<file path="src/hw/rtl/adtt_pkg.sv">
// ----------------------------------------------------------------------------
// Active decode target tracker package
// Shared types, register indexes, limits and mask helpers.
// ----------------------------------------------------------------------------
package adtt_pkg;

  localparam int MAX_TARGETS = 8;
  localparam int MAX_CHAINS  = 8;
  localparam int MASK_W      = 8;
  localparam int FRAME_W     = 16;
  localparam int DELTA_W     = 8;
  localparam int IDX_W       = 4;
  localparam int CFG_IDX_W   = 2;
  localparam int CFG_DATA_W  = 32;

  localparam logic [MASK_W-1:0] FORCED_CHAIN_MASK = 8'h02;

  typedef enum logic [CFG_IDX_W-1:0] {
    CFG_NUM_TARGETS      = 2'd0,
    CFG_NUM_CHAIN_COUNT  = 2'd1,
    CFG_TARGET_CHAIN_MAP = 2'd2
  } cfg_reg_e;

  typedef struct packed {
    logic [IDX_W-1:0]            num_targets;
    logic [IDX_W-1:0]            num_chain_count;
    logic [MASK_W*IDX_W-1:0]     target_chain_map;
  } cfg_t;

  typedef struct packed {
    logic [FRAME_W-1:0] prev_frame_number;
    logic [MASK_W-1:0]  prev_targets;
    logic [MASK_W-1:0]  live_chains;
    logic [MASK_W-1:0]  unsent_chains;
  } state_t;

  typedef struct packed {
    logic [MASK_W-1:0]         active_targets;
    logic                      key_frame;
    logic [FRAME_W-1:0]        frame_number;
    logic [MASK_W*DELTA_W-1:0] chain_deltas;
  } item_t;

  typedef struct packed {
    logic [MASK_W-1:0] current_targets;
    logic [MASK_W-1:0] current_chains;
    logic [MASK_W-1:0] pending_chains;
    logic              targets_changed;
  } result_t;

  // Limits a configured count to the structure limit and to the mask width.
  function automatic logic [IDX_W-1:0] clamp_count(input logic [IDX_W-1:0] n,
                                                   input int limit);
    logic [IDX_W-1:0] c;
    c = n;
    if (int'(c) > limit) c = IDX_W'(limit);
    if (int'(c) > MASK_W) c = IDX_W'(MASK_W);
    return c;
  endfunction

  // Mask with the low n bits set; zero gives an empty mask.
  function automatic logic [MASK_W-1:0] low_mask(input logic [IDX_W-1:0] n);
    logic [MASK_W-1:0] m;
    for (int i = 0; i < MASK_W; i++) begin
      m[i] = (IDX_W'(i) < n);
    end
    return m;
  endfunction

endpackage

</file>
<file path="src/hw/rtl/adtt_cfg_regs.sv">
// ----------------------------------------------------------------------------
// Configuration registers
// Holds the target count, chain count and target-to-chain map.
// ----------------------------------------------------------------------------
module adtt_cfg_regs
  import adtt_pkg::*;
(
  input  logic                  clk,
  input  logic                  rst_n,
  input  logic                  cfg_valid,
  input  logic [CFG_IDX_W-1:0]  cfg_index,
  input  logic [CFG_DATA_W-1:0] cfg_data,
  output cfg_t                  cfg
);

  cfg_t cfg_r;
  cfg_t cfg_nxt;

  always_comb begin
    cfg_nxt = cfg_r;
    if (cfg_valid) begin
      unique case (cfg_reg_e'(cfg_index))
        CFG_NUM_TARGETS:      cfg_nxt.num_targets      = cfg_data[IDX_W-1:0];
        CFG_NUM_CHAIN_COUNT:  cfg_nxt.num_chain_count  = cfg_data[IDX_W-1:0];
        CFG_TARGET_CHAIN_MAP: cfg_nxt.target_chain_map = cfg_data[MASK_W*IDX_W-1:0];
        default: ;
      endcase
    end
  end

  always_ff @(posedge clk) begin
    if (!rst_n) begin
      cfg_r <= '0;
    end else begin
      cfg_r <= cfg_nxt;
    end
  end

  assign cfg = cfg_r;

endmodule

</file>
<file path="src/hw/rtl/adtt_core.sv">
// ----------------------------------------------------------------------------
// Tracker update logic
// Computes the next tracker state and the result for one frame.
// ----------------------------------------------------------------------------
module adtt_core
  import adtt_pkg::*;
#(
  parameter int TARGET_LIMIT = MAX_TARGETS,
  parameter int CHAIN_LIMIT  = MAX_CHAINS
)
(
  input  cfg_t    cfg,
  input  state_t  st,
  input  item_t   item,
  output state_t  st_next,
  output result_t res
);

  logic [IDX_W-1:0]   nt;
  logic [IDX_W-1:0]   nc;
  logic [MASK_W-1:0]  all_targets;
  logic [MASK_W-1:0]  all_chains;
  logic [MASK_W-1:0]  req;
  logic [FRAME_W-1:0] diff;
  logic [MASK_W-1:0]  sent;
  logic [MASK_W-1:0]  chains;
  logic [MASK_W-1:0]  base_targets;
  logic [MASK_W-1:0]  base_live;
  logic [MASK_W-1:0]  base_unsent;
  logic [IDX_W-1:0]   idx;
  logic               changed;

  assign nt          = clamp_count(cfg.num_targets, TARGET_LIMIT);
  assign nc          = clamp_count(cfg.num_chain_count, CHAIN_LIMIT);
  assign all_targets = low_mask(nt);
  assign all_chains  = low_mask(nc);
  assign req         = item.active_targets & all_targets;
  assign diff        = item.frame_number - st.prev_frame_number;

  always_comb begin
    sent   = '0;
    chains = '0;
    idx    = '0;
    for (int i = 0; i < MASK_W; i++) begin
      sent[i] = all_chains[i] && (diff[FRAME_W-1:DELTA_W] == '0) &&
                (item.chain_deltas[DELTA_W*i +: DELTA_W] == diff[DELTA_W-1:0]);
    end
    for (int i = 0; i < MASK_W; i++) begin
      idx = cfg.target_chain_map[IDX_W*i +: IDX_W];
      if (req[i] && (idx < nc)) begin
        chains[idx[2:0]] = 1'b1;
      end
    end
  end

  always_comb begin
    if (item.key_frame) begin
      base_targets = all_targets;
      base_live    = all_chains;
      base_unsent  = '0;
    end else begin
      base_targets = st.prev_targets;
      base_live    = st.live_chains;
      base_unsent  = st.unsent_chains & ~sent;
    end
  end

  assign changed = (req != base_targets);

  always_comb begin
    st_next.prev_frame_number = item.frame_number;
    if (changed) begin
      st_next.prev_targets  = req;
      st_next.live_chains   = chains;
      st_next.unsent_chains = (chains == '0) ? FORCED_CHAIN_MASK : chains;
    end else begin
      st_next.prev_targets  = base_targets;
      st_next.live_chains   = base_live;
      st_next.unsent_chains = base_unsent;
    end
  end

  assign res.current_targets = st_next.prev_targets;
  assign res.current_chains  = st_next.live_chains;
  assign res.pending_chains  = st_next.unsent_chains;
  assign res.targets_changed = changed;

endmodule

</file>
<file path="src/hw/rtl/active_decode_target_tracker_unit.sv">
// ----------------------------------------------------------------------------
// Active decode target tracker
// Tracks active decode targets and chains across video frames.
// ----------------------------------------------------------------------------
// One request per frame enters on the in_ channel (in_valid / in_stall) and
// is taken at an edge with in_valid high and in_stall low. It is captured in
// an input register; once the output register is free, the frame is applied to
// the tracker state and its result is loaded into the output register and
// shown on the out_ channel. A new request can be taken in every cycle while
// out_stall is low, giving one frame per cycle sustained; the limit is the
// single state update per cycle in the tracker logic.
// When the receiver holds out_stall, the result stays on the outputs, the
// waiting request stays in the input register and in_stall rises only once
// both registers are full.
// Configuration writes on the cfg_ channel are always ready and must be made
// while no frame is in flight.
// Synchronous reset clears the configuration, the tracker state and both
// valid flags.
// ----------------------------------------------------------------------------
module active_decode_target_tracker_unit
  import adtt_pkg::*;
#(
  parameter int TARGET_LIMIT = MAX_TARGETS,
  parameter int CHAIN_LIMIT  = MAX_CHAINS
)
(
  input  logic                  clk,
  input  logic                  rst_n,
  input  logic                  cfg_valid,
  output logic                  cfg_ready,
  input  logic [CFG_IDX_W-1:0]  cfg_index,
  input  logic [CFG_DATA_W-1:0] cfg_data,
  input  logic                  in_valid,
  output logic                  in_stall,
  input  logic [MASK_W-1:0]     in_active_targets,
  input  logic                  in_key_frame,
  input  logic [FRAME_W-1:0]    in_frame_number,
  input  logic [63:0]           in_chain_deltas,
  output logic                  out_valid,
  input  logic                  out_stall,
  output logic [MASK_W-1:0]     out_current_targets,
  output logic [MASK_W-1:0]     out_current_chains,
  output logic [MASK_W-1:0]     out_pending_chains,
  output logic                  out_targets_changed
);

  cfg_t    cfg;
  state_t  st_r;
  state_t  st_next;
  item_t   item_r;
  result_t res;
  result_t res_r;
  logic    item_valid_r;
  logic    out_valid_r;
  logic    out_free;
  logic    advance;
  logic    in_take;

  assign cfg_ready = 1'b1;

  adtt_cfg_regs u_cfg (
    .clk       (clk),
    .rst_n     (rst_n),
    .cfg_valid (cfg_valid),
    .cfg_index (cfg_index),
    .cfg_data  (cfg_data),
    .cfg       (cfg)
  );

  adtt_core #(
    .TARGET_LIMIT (TARGET_LIMIT),
    .CHAIN_LIMIT  (CHAIN_LIMIT)
  ) u_core (
    .cfg     (cfg),
    .st      (st_r),
    .item    (item_r),
    .st_next (st_next),
    .res     (res)
  );

  assign out_free = !out_valid_r || !out_stall;
  assign advance  = item_valid_r && out_free;
  assign in_stall = item_valid_r && !out_free;
  assign in_take  = in_valid && !in_stall;

  always_ff @(posedge clk) begin
    if (!rst_n) begin
      item_valid_r <= 1'b0;
      out_valid_r  <= 1'b0;
      st_r         <= '0;
    end else begin
      if (in_take) begin
        item_valid_r <= 1'b1;
      end else if (advance) begin
        item_valid_r <= 1'b0;
      end
      if (advance) begin
        out_valid_r <= 1'b1;
        st_r        <= st_next;
      end else if (!out_stall) begin
        out_valid_r <= 1'b0;
      end
    end
  end

  always_ff @(posedge clk) begin
    if (in_take) begin
      item_r.active_targets <= in_active_targets;
      item_r.key_frame      <= in_key_frame;
      item_r.frame_number   <= in_frame_number;
      item_r.chain_deltas   <= in_chain_deltas;
    end
    if (advance) begin
      res_r <= res;
    end
  end

  assign out_valid           = out_valid_r;
  assign out_current_targets = res_r.current_targets;
  assign out_current_chains  = res_r.current_chains;
  assign out_pending_chains  = res_r.pending_chains;
  assign out_targets_changed = res_r.targets_changed;

endmodule

</file>
<file path="config.mk">
export PLATFORM = sky130hd
export DESIGN_NAME = active_decode_target_tracker_unit
export DESIGN_NICKNAME = d
export VERILOG_FILES = /design/src/hw/rtl/adtt_pkg.sv /design/src/hw/rtl/adtt_cfg_regs.sv /design/src/hw/rtl/adtt_core.sv /design/src/hw/rtl/active_decode_target_tracker_unit.sv
export SDC_FILE = /design/constraint.sdc
export NUM_CORES = 1
export LEC_CHECK = 0
export ABC_CLOCK_PERIOD_IN_PS = 7600
export BUFFER_PORTS_ARGS = -buffer_cell sky130_fd_sc_hd__buf_4
export CAP_MARGIN = 10
export CORE_MARGIN = 2
export CORE_UTILIZATION = 30
export DETAILED_ROUTE_END_ITERATION = 12
export GPL_ROUTABILITY_DRIVEN = 0
export PLACE_DENSITY = 0.47
export SLEW_MARGIN = 25
export SYNTH_ARGS = -nofsm -noshare
export SYNTH_HDL_FRONTEND = slang
export SYNTH_SLANG_ARGS = --single-unit
export TNS_END_PERCENT = 20
</file>
<file path="constraint.sdc">
create_clock -name clk -period 7.6 [get_ports clk]
set_input_delay 0.38 -clock clk [delete_from_list [all_inputs] [get_ports clk]]
set_output_delay 0.38 -clock clk [all_outputs]
set_load 0.005 [all_outputs]
</file>
==> results.json, run 1 <==
{
  "status": "completed",
  "hold_buffers": 0,
  "synth_top_area_share_pct": 33.4,
  "max-cap-violations": 0,
  "cts_root_buffer": "clkbuf_16",
  "setup_viol": 0,
  "cp_common_cell": "nand2_1",
  "peakVddDrop_uv": 157,
  "cts_buffer_depth": 2,
  "numCtsBuffers": 17,
  "post-route-drc-count": 0,
  "clkPwrFrac_pct": 35.5,
  "rows": 67,
  "synthArstFlopShare_pct": 0,
  "seq_area_frac_synth_pct": 49.5,
  "switching_power_w": 0.000708,
  "syn_avg_cell_area_um2": 9.92,
  "grt_pass1_vias": 8014,
  "die-area_mm2": 0.0356,
  "finalNetCount": 1331,
  "crit_chain": "inv_1 > nand2_1 > ha_1 > a21oi_1 > o22ai_1 > nor4b_1 > a2111oi_0 > nand4_1 > nor4_1 > a41oi_1 > nand2_1",
  "dpl.hpwl_um": 21700,
  "synth-main-ff-cell": "edfxtp_1",
  "io_buffers": 154,
  "synth_warnings": 0,
  "timing.final.ws_setup_ps": 3410,
  "synth_cell_type_count": 80,
  "maxSlewHeadroom_pct": 33.4,
  "arrival_ps": 4360,
  "drt_iter0_drc": 473,
  "finalHoldViolCount": 0,
  "slowest_stage": "nor4b_1",
  "wl_um": 29200,
  "p_comb_share_pct": 16.6,
  "p_int_w": 0.00183,
  "grt_overflow": 0,
  "rsz0062_at_grt": "false",
  "finalCritPeriodShare_pct": 55.1,
  "synth_seq_cells": 196,
  "tns_ps": 0,
  "yosysTopAreaCell": "edfxtp_1",
  "place_ws_ps": 3520,
  "initial_core_util_pct": 30.5,
  "path_clk_slew_ps": 80,
  "path_max_fanout": 15,
  "wire_per_inst_um": 18.0,
  "cts_tree": "yes",
  "critPathLaunch": "u_cfg.cfg[35]",
  "core_region_area_mm2": 0.0335,
  "grt_max_degree": 76,
  "htreeDepth": 4,
  "cts_setup_buffers": 0,
  "powerDensity_mw_per_mm2": 205,
  "antennaDiodeCount": 0,
  "startpoint_type": "flip-flop",
  "critPathKind": "reg2reg",
  "p_seq_share_pct": 48.0,
  "die_h_um": 189,
  "grt_usage_pct": 16.4,
  "ys_top_cells_by_area": "edfxtp_1 (33%), dfxtp_1 (16%), nand2_1 (5.8%), ha_1 (4.8%), a21oi_1 (4.4%)",
  "clk_latency_ps": 440,
  "via_per_inst": 4.99,
  "report.final.slew_viol_count": 0,
  "dr.pass1.iters": 7,
  "hold_class": "in2reg",
  "tightest_slew_ps": 992,
  "skew_ps": 14.9,
  "post-route-min-period_ps": 4190,
  "via_count": 8106,
  "p_sw_share_pct": 27.9,
  "fp.dieW_um": 189,
  "synthCells": 1032,
  "slowest_delay_ps": 790,
  "ios": 156,
  "netlist_area_mm2": 0.0102,
  "crit_buf_inv": 1,
  "p_leak_nw": 4.67,
  "worst_ep_required_time_ps": 7780,
  "critPathCaptureType": "flip-flop",
  "grt_antenna_before_repair": 0,
  "postSynthNetCount": 1200,
  "rr_startpoint": "u_cfg.cfg[35]",
  "fmax_mhz": 239,
  "hold_start": "in_chain_deltas[54]",
  "drive_gt1_share_pct": 18.1,
  "area.growth.synth_to_final_pct": 21.2,
  "synth-edff-count": 114,
  "cts_sinks": 196,
  "grt_pass1_wl_um": 45200,
  "antenna_left": 0,
  "path_delay_family": "simple AND/OR/NAND/NOR gates",
  "cts_resized": 0
}
==> flip-flops by register name (all words and copies together), names as in the netlist <==
name / count
out_targets_changed: 1
u_cfg.cfg: 40
out_pending_chains: 8
st_r: 40
item_valid_r: 1
out_valid: 1
item_r: 89
out_current_chains: 8
out_current_targets: 8
==> worst paths after layout <==
check / to / slack [ps] / depth (start not counted)
worst max-delay path: out_pending_chains[1] / 3410 / 11
worst min-delay path: item_r[54] / 110 / 1
worst max register to register: out_pending_chains[1] / 3410 / 11
worst min register to register: st_r[31] / 460 / 2
==> layout by cell type, fill, tap and decap left out, drive strengths merged, types with 15 or more instances in the layout <==
master  instances
buf           162
nand2         158
edfxtp        114
a21oi          91
dfxtp          82
nor2           62
inv            45
ha             39
xor2           38
nand3          35
xnor2          32
o21ai          31
nor3           28
clkbuf         19
mux2i          17
nor4           15
==> per-stage QoR <==
stage	instance area (µm²)	hold WS (ps)	instances	util (%)	power [W]
floorplan	10200	436	1032	-	0.00151
global placement	11800	442	1590	35.2	0.00166
detailed placement	11800	450	1592	35.3	0.00167
CTS	12400	91.5	1624	37.0	0.00258
global route	12400	83.4	1624	37.0	0.00266
finish	12400	115	1624	37.0	0.00254
==> cell families after synthesis <==
group	count (synthesis)	share of synthesized area, %
XOR/XNOR	76	7.38
adder cells (fa/ha/maj)	40	4.96
AO/OA/AOI/OAI	235	15.2
AND/OR/NAND/NOR	378	17.7
multiplexers	19	1.88
other	1	0.0366
flip-flops	196	49.5
buffers and inverters	87	3.43
==> power groups by stage <==
| stage | combinational [W] | clock (W) | sequential [W] |
|---|---|---|---|
| floorplan | 0.000282 | 0 | 0.00123 |
| global placement | 0.000417 | 0 | 0.00125 |
| detailed placement | 0.000422 | 0 | 0.00124 |
| CTS | 0.000424 | 0.000932 | 0.00122 |
| global route | 0.000466 | 0.000971 | 0.00123 |
| finish | 0.000421 | 0.000901 | 0.00122 |
==> Yosys cell counts (4+ instances only) <==
library cell / number
o211ai_1: 11
clkbuf_1: 36
a21o_1: 9
xor2_1: 38
and2_1: 6
mux2i_1: 17
a2111oi_0: 5
nor2b_1: 11
o41ai_1: 6
o21ai_1: 8
nand3_1: 35
buf_1: 5
o22ai_1: 9
nor3_1: 28
nand2_1: 158
xnor2_1: 31
nor2_1: 61
inv_1: 35
nand4_1: 10
nand3b_1: 5
nor3b_1: 11
o21a_1: 7
a31oi_1: 7
and3_1: 11
o21ai_0: 23
a311oi_1: 7
a21oi_1: 91
a211oi_1: 9
or3_1: 4
nor4_1: 14
buf_2: 4
nand2b_1: 6
edfxtp_1: 114
ha_1: 39
dfxtp_1: 82
xnor3_1: 6
==> routing by layer <==
| layer | routed length (µm) | global-route usage (%) | vias up |
|---|---|---|---|
| li1 | - | - | 4026 |
| met4 | 653 | 5.47 | 0 |
| met5 | 0 | 0 | - |
| met1 | 14100 | 23.0 | 3836 |
| met3 | 1290 | 3.20 | 34 |
| met2 | 13100 | 25.3 | 210 |
==> cell type report <==
cell class                 count  area, µm²
fill                        3463      21100
sequential                   196       5060
clock inverter                13        136
clock buffer                  19        433
tap                          448        561
inverter                      37        139
multi-input combinational    749       4850
timing repair buffer         162       1230
No activity file was read; power rests on OpenSTA's default activity.
==> run 2, diff against run 1 <==
Settings changed: ABC_CLOCK_PERIOD_IN_PS 7600 to 4400.
Clock period 7.6 ns to 4.4 ns, I/O delays scaled along.
==> results.json, run 2 (synthesis gave the netlist of run 1 again) <==
{
  "reg2reg_depth": 11,
  "via_count": 8488,
  "wire_per_inst_um": 17.2,
  "place_inst": 1598,
  "setup_viol": 0,
  "regToRegSetupSlack_ps": 850,
  "dpl.hpwl_um": 21900,
  "tns_ps": 0,
  "mostFrequentLayoutCells": "buf_4 (167), nand2_1 (158), edfxtp_1 (114), dlygate4sd3_1 (97), a21oi_1 (91)",
  "ios": 156,
  "path_clk_slew_ps": 80,
  "dr.pass1.iters": 5,
  "fin_area_mm2": 0.0134,
  "finalCritPeriodShare_pct": 80.6,
  "startpoint_type": "flip-flop",
  "powerDensity_mw_per_mm2": 337,
  "grt_usage_pct": 16.9,
  "max-cap-violations": 0,
  "path_delay_family": "simple AND/OR/NAND/NOR gates",
  "antenna_left": 0,
  "hold_start": "cfg_data[10]",
  "final_common_cell": "buf_4",
  "drt_iter0_drc": 644,
  "critPathCaptureType": "flip-flop",
  "r2r-end": "out_pending_chains[7]",
  "grt_overflow": 0,
  "numCtsBuffers": 17,
  "min_to": "u_cfg.cfg[10]",
  "area.growth.synth_to_final_pct": 31.2,
  "path_max_fanout": 7,
  "htreeDepth": 4,
  "grt_pass1_vias": 8244,
  "cts_sinks": 196,
  "drive_gt1_share_pct": 17.0,
  "post-route-min-period_ps": 3550,
  "finalHoldViolCount": 0,
  "slowest_delay_ps": 560,
  "critPathKind": "reg2reg",
  "timing.final.ws_setup_ps": 854,
  "cts_tree": "yes",
  "antennaDiodeCount": 0,
  "registers.top_by_ff_count": "item_r",
  "initial_core_util_pct": 30.5,
  "status": "completed",
  "cp_common_cell": "inv_1",
  "min_path_cells": 3,
  "fp.dieW_um": 189,
  "cts_root_buffer": "clkbuf_16",
  "wl_um": 29800,
  "core_region_area_mm2": 0.0335,
  "hold_class": "in2reg",
  "die-area_mm2": 0.0356,
  "p_leak_nw": 5.11,
  "largest_reg_flops": 89,
  "grt_pass1_wl_um": 46600,
  "place_ws_ps": 872,
  "arrival_ps": 3750,
  "maxSlewHeadroom_pct": 30.3,
  "holdWs_ps": 18.9,
  "clk_latency_ps": 460,
  "crit_buf_inv": 2,
  "dpl_cell_area_mm2": 0.0119,
  "rr_startpoint": "item_r[64]",
  "die_h_um": 189,
  "slowest_stage": "or4_1",
  "peakVddDrop_uv": 288,
  "rows": 67,
  "via_per_inst": 4.91,
  "grt_antenna_before_repair": 0,
  "rsz0062_at_grt": "false",
  "cts_buffer_depth": 2,
  "report.final.slew_viol_count": 0,
  "fmax_mhz": 282,
  "worst_ep_required_time_ps": 4600,
  "crit_chain": "inv_1 > ha_1 > inv_1 > fa_1 > a21o_1 > a21oi_1 > xnor2_1 > xor2_1 > or4_1 > nor4_1 > o21ai_0",
  "final_cells": 1727,
  "finalNetCount": 1434,
  "skew_ps": 21.2,
  "post-route-drc-count": 0,
  "grt_max_degree": 90,
  "io_buffers": 154,
  "tightest_slew_ps": 1040
}
run 2: changes by cell type in the layout (fill, tap and decap cells not counted), moves of 2 or more:
cell           delta
buf_4             +7
clkinv_4          +2
dlygate4sd3_1    +97
clkinv_1          +2
xnor2_2           -2
clkbuf_1          -2
xnor2_1           +2
run 2: routing by layer:
metal | up-vias | wire length, µm | track usage (%)
met5 | - | 0 | 0
met4 | 0 | 510 | 4.69
met3 | 28 | 1360 | 2.92
met2 | 219 | 13100 | 25.7
met1 | 4012 | 14800 | 24.5
li1 | 4229 | - | -
run 2: worst max-delay path by stage:
stage	startpoint	to	slack [ps]	cells after the start
final	item_r[64]	out_pending_chains[7]	850	11
after global routing	u_cfg.cfg[34]	st_r[1]	500	11
after CTS	item_r[64]	out_pending_chains[7]	880	11
after detailed placement	item_r[64]	out_pending_chains[7]	870	11
after global placement	u_cfg.cfg[34]	st_r[1]	930	11
after floorplan	out_valid	item_r[0]	1120	2
run 2: layout make-up:
class	instances	area (µm²)
fillers	3332	20100
flip-flops and latches	196	5060
multi-input cells	749	4830
repair buffers	265	2240
well taps	448	561
clock buffers	17	425
clock inverters	15	170
inverters	37	139
run 2: per-stage QoR:
stage / total power [W] / util, %
floorplan: 0.00260 / -
global placement: 0.00288 / 35.4
detailed placement: 0.00288 / 35.4
CTS: 0.00458 / 40.1
global route: 0.00474 / 40.1
finish: 0.00453 / 40.1
run 2: tightest hold or removal path, delay by kind of cell:
family,cells,cell delay [ps]
buffers and inverters,1,110
AOI/OAI and AO/OA,1,50
and+or+nand+nor,1,40
run 2: report_power, final:
group          switching (W)  internal (W)
registers          0.0000668       0.00204
logic               0.000419      0.000384
clock network       0.000765      0.000856
run 2: repair_timing:
| action | CTS | global route |
|---|---|---|
| hold buffers | 97 | 0 |
| buffers inserted | 0 | 0 |
| resized for setup | 0 | 0 |
| hold endpoints to repair | 97 | 0 |
